`config.mk`:
```
export PLATFORM = sky130hd
export DESIGN_NAME = gsa_check
export DESIGN_NICKNAME = d
export VERILOG_FILES = /design/src/hw/rtl/gsa_pkg.sv /design/src/hw/rtl/gsa_check.sv
export SDC_FILE = /design/constraint.sdc
export NUM_CORES = 1
export LEC_CHECK = 0
export BUFFER_PORTS_ARGS = -buffer_cell sky130_fd_sc_hd__buf_2
export CAP_MARGIN = 20
export CORE_MARGIN = 3
export CORE_UTILIZATION = 47
export DETAILED_ROUTE_END_ITERATION = 12
export PLACE_DENSITY = 0.73
export RECOVER_POWER = 50
export SLEW_MARGIN = 20
export SYNTH_ARGS = -nofsm -noshare
export SYNTH_HDL_FRONTEND = slang
export SYNTH_SLANG_ARGS = --single-unit
```
`constraint.sdc`:
```
create_clock -name vclk -period 18.8
set_input_delay 0.94 -clock vclk [all_inputs]
set_output_delay 0.94 -clock vclk [all_outputs]
set_load 0.03 [all_outputs]
```
`src/hw/rtl/gsa_pkg.sv`:
```
// shared types and constants of the generational slot allocator
package gsa_pkg;

    // item actions
    typedef enum logic [1:0] {
        ACT_ALLOC  = 2'd0,
        ACT_FREE   = 2'd1,
        ACT_LOOKUP = 2'd2,
        ACT_CLEAR  = 2'd3
    } action_t;

    // result status codes
    typedef enum logic [2:0] {
        STS_OK         = 3'd0,
        STS_FULL       = 3'd1,
        STS_WRONG_TYPE = 3'd2,
        STS_BAD_INDEX  = 3'd3,
        STS_TOO_OLD    = 3'd4,
        STS_TOO_NEW    = 3'd5,
        STS_NOT_IN_USE = 3'd6
    } status_t;

    // controller states
    typedef enum logic [1:0] {
        ST_CLEAR,
        ST_IDLE,
        ST_EXEC
    } state_t;

    // configuration register indexes
    localparam int CFG_INDEX_W = 2;
    localparam logic [CFG_INDEX_W-1:0] CFG_POOL_TYPE  = 2'd0;
    localparam logic [CFG_INDEX_W-1:0] CFG_ITEM_COUNT = 2'd1;
    localparam logic [CFG_INDEX_W-1:0] CFG_ITEM_SIZE  = 2'd2;

    localparam int CFG_DATA_W   = 16;
    localparam int COUNT_W      = 11;
    localparam int GEN_W        = 16;
    localparam int TYPE_W       = 16;
    localparam int SIZE_W       = 16;
    localparam int SLOT_INDEX_W = 10;
    localparam int OFFSET_W     = 26;

    localparam logic [COUNT_W-1:0] ITEM_COUNT_RESET = 11'd1024;
    localparam logic [SIZE_W-1:0]  ITEM_SIZE_RESET  = 16'd1;

    // request item
    typedef struct packed {
        action_t            action;
        logic [31:0]        handle_index;
        logic [GEN_W-1:0]   handle_generation;
        logic [TYPE_W-1:0]  handle_type;
    } req_item_t;

    // result item
    typedef struct packed {
        status_t                  status;
        logic [SLOT_INDEX_W-1:0]  slot_index;
        logic [GEN_W-1:0]         slot_generation;
        logic [TYPE_W-1:0]        slot_type;
        logic [OFFSET_W-1:0]      byte_offset;
    } rsp_item_t;

    // per-slot entry of the slot memory
    typedef struct packed {
        logic              used;
        logic [GEN_W-1:0]  gen;
    } slot_t;

endpackage

```
`src/hw/rtl/gsa_check.sv`:
```
// handle check and result formation for allocate, free and look up
module gsa_check #(
    parameter int MAX_SLOTS = 1024
) (
    input  gsa_pkg::req_item_t                       item,
    input  logic [$clog2(MAX_SLOTS)-1:0]             head,
    input  logic [((($clog2(MAX_SLOTS)+1) > 11) ?
                   ($clog2(MAX_SLOTS)+1) : 11)-1:0]  eff_n,
    input  logic [gsa_pkg::TYPE_W-1:0]               pool_type,
    input  logic [gsa_pkg::SIZE_W-1:0]               item_size,
    input  gsa_pkg::slot_t                           slot,
    output gsa_pkg::rsp_item_t                       rsp,
    output logic                                     pass
);
    import gsa_pkg::*;

    localparam int IW = $clog2(MAX_SLOTS);
    localparam int EW = ((IW + 1) > 11) ? (IW + 1) : 11;
    localparam int PW = IW + SIZE_W;

    logic [IW-1:0] idx;
    logic [PW-1:0] prod;

    // slot under work: head of the free list or the handle's slot
    assign idx  = (item.action == ACT_ALLOC) ? head : item.handle_index[IW-1:0];
    assign prod = PW'(idx) * PW'(item_size);

    // checks in priority order
    always_comb
    begin
        rsp  = '0;
        pass = 1'b0;
        case (item.action)
            ACT_ALLOC:
            begin
                if ((head == '0) || (EW'(head) >= eff_n))
                begin
                    rsp.status = STS_FULL;
                end
                else
                begin
                    pass                = 1'b1;
                    rsp.slot_index      = SLOT_INDEX_W'(idx);
                    rsp.slot_generation = slot.gen + 16'd1;
                    rsp.slot_type       = pool_type;
                    rsp.byte_offset     = OFFSET_W'(prod);
                end
            end
            ACT_FREE, ACT_LOOKUP:
            begin
                if (item.handle_type != pool_type)
                begin
                    rsp.status = STS_WRONG_TYPE;
                end
                else if (item.handle_index >= 32'(eff_n))
                begin
                    rsp.status = STS_BAD_INDEX;
                end
                else if (item.handle_generation < slot.gen)
                begin
                    rsp.status = STS_TOO_OLD;
                end
                else if (item.handle_generation > slot.gen)
                begin
                    rsp.status = STS_TOO_NEW;
                end
                else if (!slot.used)
                begin
                    rsp.status = STS_NOT_IN_USE;
                end
                else
                begin
                    pass                = 1'b1;
                    rsp.slot_index      = SLOT_INDEX_W'(idx);
                    rsp.slot_generation = slot.gen;
                    rsp.slot_type       = pool_type;
                    if (item.action == ACT_LOOKUP)
                    begin
                        rsp.byte_offset = OFFSET_W'(prod);
                    end
                end
            end
            default:
            begin
                rsp  = '0;
                pass = 1'b0;
            end
        endcase
    end

endmodule

```
==> metrics.md, run 1 <==
| Metric | Value |
|---|---|
| Status | `finished, final reports clean` |
| Buffers on Ports | `208` |
| Cell Pwr Density | `133 nW/um^2` |
| Synthesized area | `7450 um^2` |
| Drt first pass iters | `5` |
| Placed Area | `8590 um^2` |
| Post-Syn Instances | `between 900 and 1,000` |
| CP Capture Type | `output port` |
| Max-slew headroom | `41.8%` |
| WP data required | `17.86 ns` |
| Post-route cell area | `8570 um^2` |
| Final period util | `43.9%` |
| Peak VDD IR | `0.217 mV` |
| Wire length per cell | `15.3 um` |
| Antenna Cells | `0` |
| Worst hold slack | `2.22 ns` |
| Top cell type's share of synthesized area | `29.6%` |
| Grt ovf | `0` |
| Initial Utilization | `48.5%` |
| Crit path top cell by count | `inv_1` |
| Initial DRC Count | `roughly 330` |
| # setup viols final | `0` |
| Die width | `132 um` |
| Post-CTS resize count | `0` |
| Seq/Total Area, Yosys | `0%` |
| CTS Hold Bufs | `0` |
| CP startpoint kind | `input pin` |
| Reg area | `0 um^2` |
| Layout cell share with drive strength beyond 1 | `18.9%` |
| Reg power frac | `0%` |
| Post-route setup TNS | `0 ns` |
| I/O pin count | `208` |
| Worst setup margin | `10.54 ns` |
| Syn-to-layout area delta | `15.0%` |
| P_int | `roughly 0.47 mW` |
| WL final | `slightly above 20,000 um` |
| Final ANT Viol Nets | `0` |
| Sw Ratio | `59.2%` |
| Initial antenna violation count | `0` |
| Post-CTS Setup Bufs | `0` |
| Synth warn | `0` |
| Layout Cells excl Fill | `1,331` |
| Std cell rows | `45` |
| Vias per cell | `5.32` |
| Die H | `132 um` |
| Overall routing resource usage | `23.5%` |
| DRC viols | `0` |
| GP Congestion | `around 0.92` |
| Power share of the clock group | `0%` |
| Fmax | `121 MHz` |
| Vias post-DR | `just over 7,000` |
| Critical path class | `input pin to output port` |
| Worst-margin pin slew | `0.873 ns` |
| Avg Cell Area, Syn | `just under 8 um^2` |
| Core Area | `15,400 um^2` |
| Post-DP HPWL | `approximately 18,000 um` |
| Min Tclk post-route | `8.26 ns` |
| Vias in the first global route | `7,231` |
| RSZ-0062 raised after global routing | `no` |
| Worst-path maximum fanout | `17` |
| Layout Nets | `between 1,000 and 1,500` |
| Global-route wire length before repair | `roughly 35,000 um` |
| Crit-path slowest cell | `fa_1` |
| Final Hold Violating Endpoints | `0` |
| Worst hold path type | `input pin to output port` |
| Comb power frac | `100.0%` |
| Clock buffer count | `0` |
| Max Cap Violations | `0` |
| Leakage | `4.60 nW` |
| Layout sequential cell count | `0` |
| Synth cell types | `63` |
| Placed Cells | `1,331` |
| NetSw | `0.676 mW` |
| Critical path arrival | `7.32 ns` |
| Largest net degree at the start of global routing | `30` |
| Slew Limit Fails | `0` |
| Critical Path Max Stage Delay | `0.57 ns` |
| Synth Net Count | `1,298` |
| Synth area leader | `fa_1` |
| Top cells by area, synth | `fa_1, ha_1, inv_1` |
| Die Footprint | `approximately 17,000 um^2` |
| Post-Place Setup Slack | `10.55 ns` |
==> cells in the mapped netlist (4+ instances only) <==
master / instances
a31oi_1: 5
buf_6: 4
xnor2_1: 29
a21o_1: 12
and2_1: 63
ha_1: 103
o31ai_1: 4
mux2i_1: 4
nand2b_1: 14
o21ai_1: 5
nand3_1: 21
o21ai_0: 41
buf_1: 16
inv_1: 160
fa_1: 110
nor3_1: 8
nor2_1: 53
a211oi_1: 6
mux2_2: 7
nor4_1: 10
nor2b_1: 50
a21oi_1: 31
nand4_1: 13
o21a_1: 8
clkbuf_1: 17
nand2_1: 94
and3_1: 11
==> worst paths after layout <==
kind	startpoint	endpoint	slack, ns	cells past startpoint
worst max-delay path	item[64]	rsp[23]	10.54	25
worst min-delay path	slot[15]	rsp[57]	2.22	3
==> routing by layer <==
layer	routed length (um)	GRT usage [%]	vias to the layer above
li1	-	-	3400
met1	8830	32.3	3403
met2	9880	40.5	249
met3	1290	2.56	27
met4	394	4.08	0
met5	0	0	-
==> critical path: cells and delay by family <==
kind | cells | cell delay [ns]
adder cells (fa/ha/maj) | 7 | 3.44
AO/OA/AOI/OAI | 7 | 1.36
multiplexers | 2 | 0.81
buffers and inverters | 8 | 0.63
AND/OR/NAND/NOR | 1 | 0.13
==> cells by family (layout without fill, tap and decap cells) <==
group                      count (synthesis)  count (layout)  share of synthesized area [%]
buffers and inverters                    201             372                           10.6
muxes                                     11              11                           1.60
xor gates and xnor gates                  32              32                           3.76
and+or+nand+nor                          355             355                           25.1
AOI/OAI and AO/OA                        137             137                           12.0
adders and majority gates                213             213                           46.9
==> layout by cell type (no fill, tap or decap), types with 2 or more instances in the layout <==
cell type  count
mux2i_1        4
nand4_1       13
inv_1        160
o211ai_1       3
buf_4          4
or3_1          3
clkbuf_1      22
a21boi_0       2
fa_1         110
nor2_1        53
nand2b_1      14
buf_2        186
nor4_1        10
o21ai_0       41
nand3_1       21
a21oi_1       31
nor3_1         8
nand4b_1       2
xor2_1         3
a211o_1        2
and2_1        50
and3_1        11
o31ai_1        4
a31oi_1        5
nand2_1       94
mux2_2         7
and2_0        13
ha_1         103
o21bai_1       2
a211oi_1       6
o21a_1         8
o21ai_1        5
nor3_2         3
a21o_1        12
nor2b_1       50
xnor2_1       29
==> through the flow <==
step | utilization (%) | power (mW)
after floorplan | - | 0.896
after global placement | 55.9 | 1.13
after detailed placement | 55.9 | 1.13
after CTS | 55.9 | 1.14
after global routing | 55.7 | 1.30
final | 55.7 | 1.14
==> area by class of cell <==
cell class	instances	area [um^2]
multi-input cells	748	6660
inverters	160	601
well taps	211	264
repair buffers	212	1040
fillers	1514	6810
==> power groups by stage <==
stage | logic (mW) | clock network, mW | registers, mW
after CTS | 1.14 | 0 | 0
after global routing | 1.30 | 0 | 0
after global placement | 1.13 | 0 | 0
final | 1.14 | 0 | 0
after detailed placement | 1.13 | 0 | 0
after floorplan | 0.896 | 0 | 0
No activity file was read; power rests on OpenSTA's default activity.
==> run 2: changes to the inputs <==
==> constraint.sdc (replaced) <==
create_clock -name vclk -period 7.7
set_input_delay 0.385 -clock vclk [all_inputs]
set_output_delay 0.385 -clock vclk [all_outputs]
set_load 0.03 [all_outputs]
==> run 2 against run 1 <==
Net effect:
- wire length shrank 0.48%
- flip-flop and latch count unchanged
- critical path depth is the same
- combinational power up 140%
- die area did not move
- setup slack got worse by 9.9 ns
- non-clock buffer count up 1
- clock-buffer cell count did not move
- sequential share of layout area unchanged
- final cell count hardly changed
- first-iteration DRC count grew 6.7%
- critical endpoint unchanged
==> metrics.md, run 2 (same netlist as run 1, synthesis figures left out) <==
| Metric | Value |
|---|---|
| Filler instances | `1,558 (+2.9%)` |
| Drt first pass iters | `6 (+1)` |
| Grt ovf | `0 (unchanged)` |
| Layout Cells excl Fill | `1,332 (+0.075%)` |
| Critical path arrival | `6.71 ns (-0.61 ns)` |
| Post-CTS Setup Bufs | `0 (unchanged)` |
| Worst hold path type | `input pin to output port` |
| Tot Pwr | `2.79 mW (+140%)` |
| Syn-to-layout area delta | `15.1%` |
| Worst-path maximum fanout | `17 (unchanged)` |
| Die width | `132 um (unchanged)` |
| Final core occ | `55.8% (+0.073 points)` |
| Status | `finished, final reports clean` |
| Slew Limit Fails | `0 (unchanged)` |
| Reg power frac | `0% (unchanged)` |
| Met3 Use GR | `2.48% (-0.076 points)` |
| Vias post-DR | `7,026 (-0.75%)` |
| Worst-margin pin slew | `0.892 ns (+0.0191 ns)` |
| I/O pin count | `208 (unchanged)` |
| Global-route wire length before repair | `34,300 um (-2.2%)` |
| Final period util | `92.1%` |
| Initial antenna violation count | `0 (unchanged)` |
| Busiest layer in global routing | `met2` |
| Antenna Cells | `0 (unchanged)` |
| Post-DP HPWL | `17,600 um (-0.21%)` |
| Final Hold Violating Endpoints | `0 (unchanged)` |
| Core Area | `15,400 um^2 (unchanged)` |
| GP Congestion | `0.887 (-4.1%)` |
| Post-route setup TNS | `0 ns (unchanged)` |
| Final ANT Viol Nets | `0 (unchanged)` |
| Layout cell share with drive strength beyond 1 | `19.0% (+0.072 points)` |
| Worst hold stages | `3 (unchanged)` |
| DRC viols | `0 (unchanged)` |
| Commonest non-fill, non-tap cell in the layout | `buf_2` |
| # setup viols final | `0 (unchanged)` |
| P_int | `1.13 mW (+140%)` |
| Cell Pwr Density | `325 nW/um^2 (+140%)` |
| Met2 usage | `39.1% (-1.5 points)` |
| Crit path top cell by count | `inv_1` |
| Commonest non-fill, non-tap cells in the layout | `buf_2, inv_1, fa_1` |
| Layout Nets | `1,472 (+0.068%)` |
| Placed Area | `8600 um^2 (about the same)` |
| Min Tclk post-route | `7.09 ns` |
| Peak VDD IR | `0.497 mV (+130%)` |
| Fmax | `141 MHz` |
| NetSw | `1.66 mW (+150%)` |
| Worst setup margin | `0.605 ns (-9.94 ns)` |
| Reg area | `0 um^2 (unchanged)` |
| Largest net degree at the start of global routing | `30 (unchanged)` |
| Max-slew headroom | `40.5% (-1.3 points)` |
| Die H | `132 um (unchanged)` |
| HP Start | `slot[15]` |
| WL final | `20,300 um (-0.48%)` |
| Layout sequential cell count | `0 (unchanged)` |
| Sw Ratio | `59.6% (+0.43 points)` |
| Leakage | `4.60 nW (about the same)` |
| Buffers on Ports | `208 (unchanged)` |
| Worst hold slack | `1.10 ns (-1.12 ns)` |
| Std cell rows | `45 (unchanged)` |
| Initial Utilization | `48.5% (unchanged)` |
| Critical path class | `input pin to output port` |
| Comb power frac | `100.0% (about the same)` |
| CP Capture Type | `output port` |
| WP data required | `7.32 ns (-10.54 ns)` |
| Max Cap Violations | `0 (unchanged)` |
| Wire length per cell | `15.2 um (-0.55%)` |
| CP startpoint kind | `input pin` |
| Critical Path Max Stage Delay | `0.55 ns (-0.02 ns)` |
| Vias per cell | `5.27 (-0.82%)` |
| Worst hold endpoint | `rsp[57]` |
| Placed Cells | `1,332 (+0.075%)` |
| Post-route cell area | `8580 um^2 (+0.13%)` |
| Crit-path slowest cell | `fa_1` |
| Power share of the clock group | `0% (unchanged)` |
| RSZ-0062 raised after global routing | `no` |
| Clock buffer count | `0 (unchanged)` |
| Initial DRC Count | `350 (+6.7%)` |
| Vias in the first global route | `6,868 (-5.0%)` |
| Overall routing resource usage | `23.1% (-0.37 points)` |
| Post-Place Setup Slack | `0.463 ns (-10.09 ns)` |
| Die Footprint | `17,400 um^2 (unchanged)` |
| Met1 usage | `32.8% (+0.48 points)` |
-- run 2: changes by cell type in the layout (fill, tap and decap cells not counted), sizes merged --
cell,before,now
clkbuf,22,24
buf,190,189
-- run 2: how the worst max path moves through the flow --
| stage | startpoint | to | cells after the start |
|---|---|---|---|
| after detailed placement | item[64] | rsp[23] | 24 |
| after CTS | item[64] | rsp[23] | 25 |
| after global placement | item[64] | rsp[23] | 25 |
| final | item[64] | rsp[23] | 25 |
| after global routing | item[64] | rsp[23] | 24 |
| after floorplan | item[64] | rsp[24] | 24 |
-- run 2: worst max-delay path: cells and delay by family --
| kind | cells | cell delay, ns |
|---|---|---|
| adders and majority gates | 7 | 3.31 |
| AOI/OAI and AO/OA | 7 | 1.42 |
| muxes | 2 | 0.78 |
| buffers and inverters | 8 | 0.65 |
| and+or+nand+nor | 1 | 0.14 |
-- run 2: what timing repair did --
item / CTS / global route
gates resized for setup: 0 / 2
hold buffers: 0 / 0
endpoints found under the setup margin: 0 / 1
-- run 2: cell type report --
cell class	count	area [um^2]	area share [%]
Tap cell	211	264	3.08
Multi-Input combinational cell	748	6660	77.7
Timing Repair Buffer	213	1050	12.2
Inverter	160	601	7.00
-- run 2: routing by layer --
metal,wire length (um),part of all wire [%]
met1,9050,45
met2,9580,47
met3,1320,6.5
met4,347,1.7
met5,0,0
-- run 2: power by group through the flow --
stage          Combinational, mW  Sequential (mW)  Clock [mW]
5_1_grt                     3.18                0           0
3_3_place_gp                2.75                0           0
6_report                    2.79                0           0
2_1_floorplan               2.19                0           0
3_5_place_dp                2.77                0           0
4_1_cts                     2.79                0           0
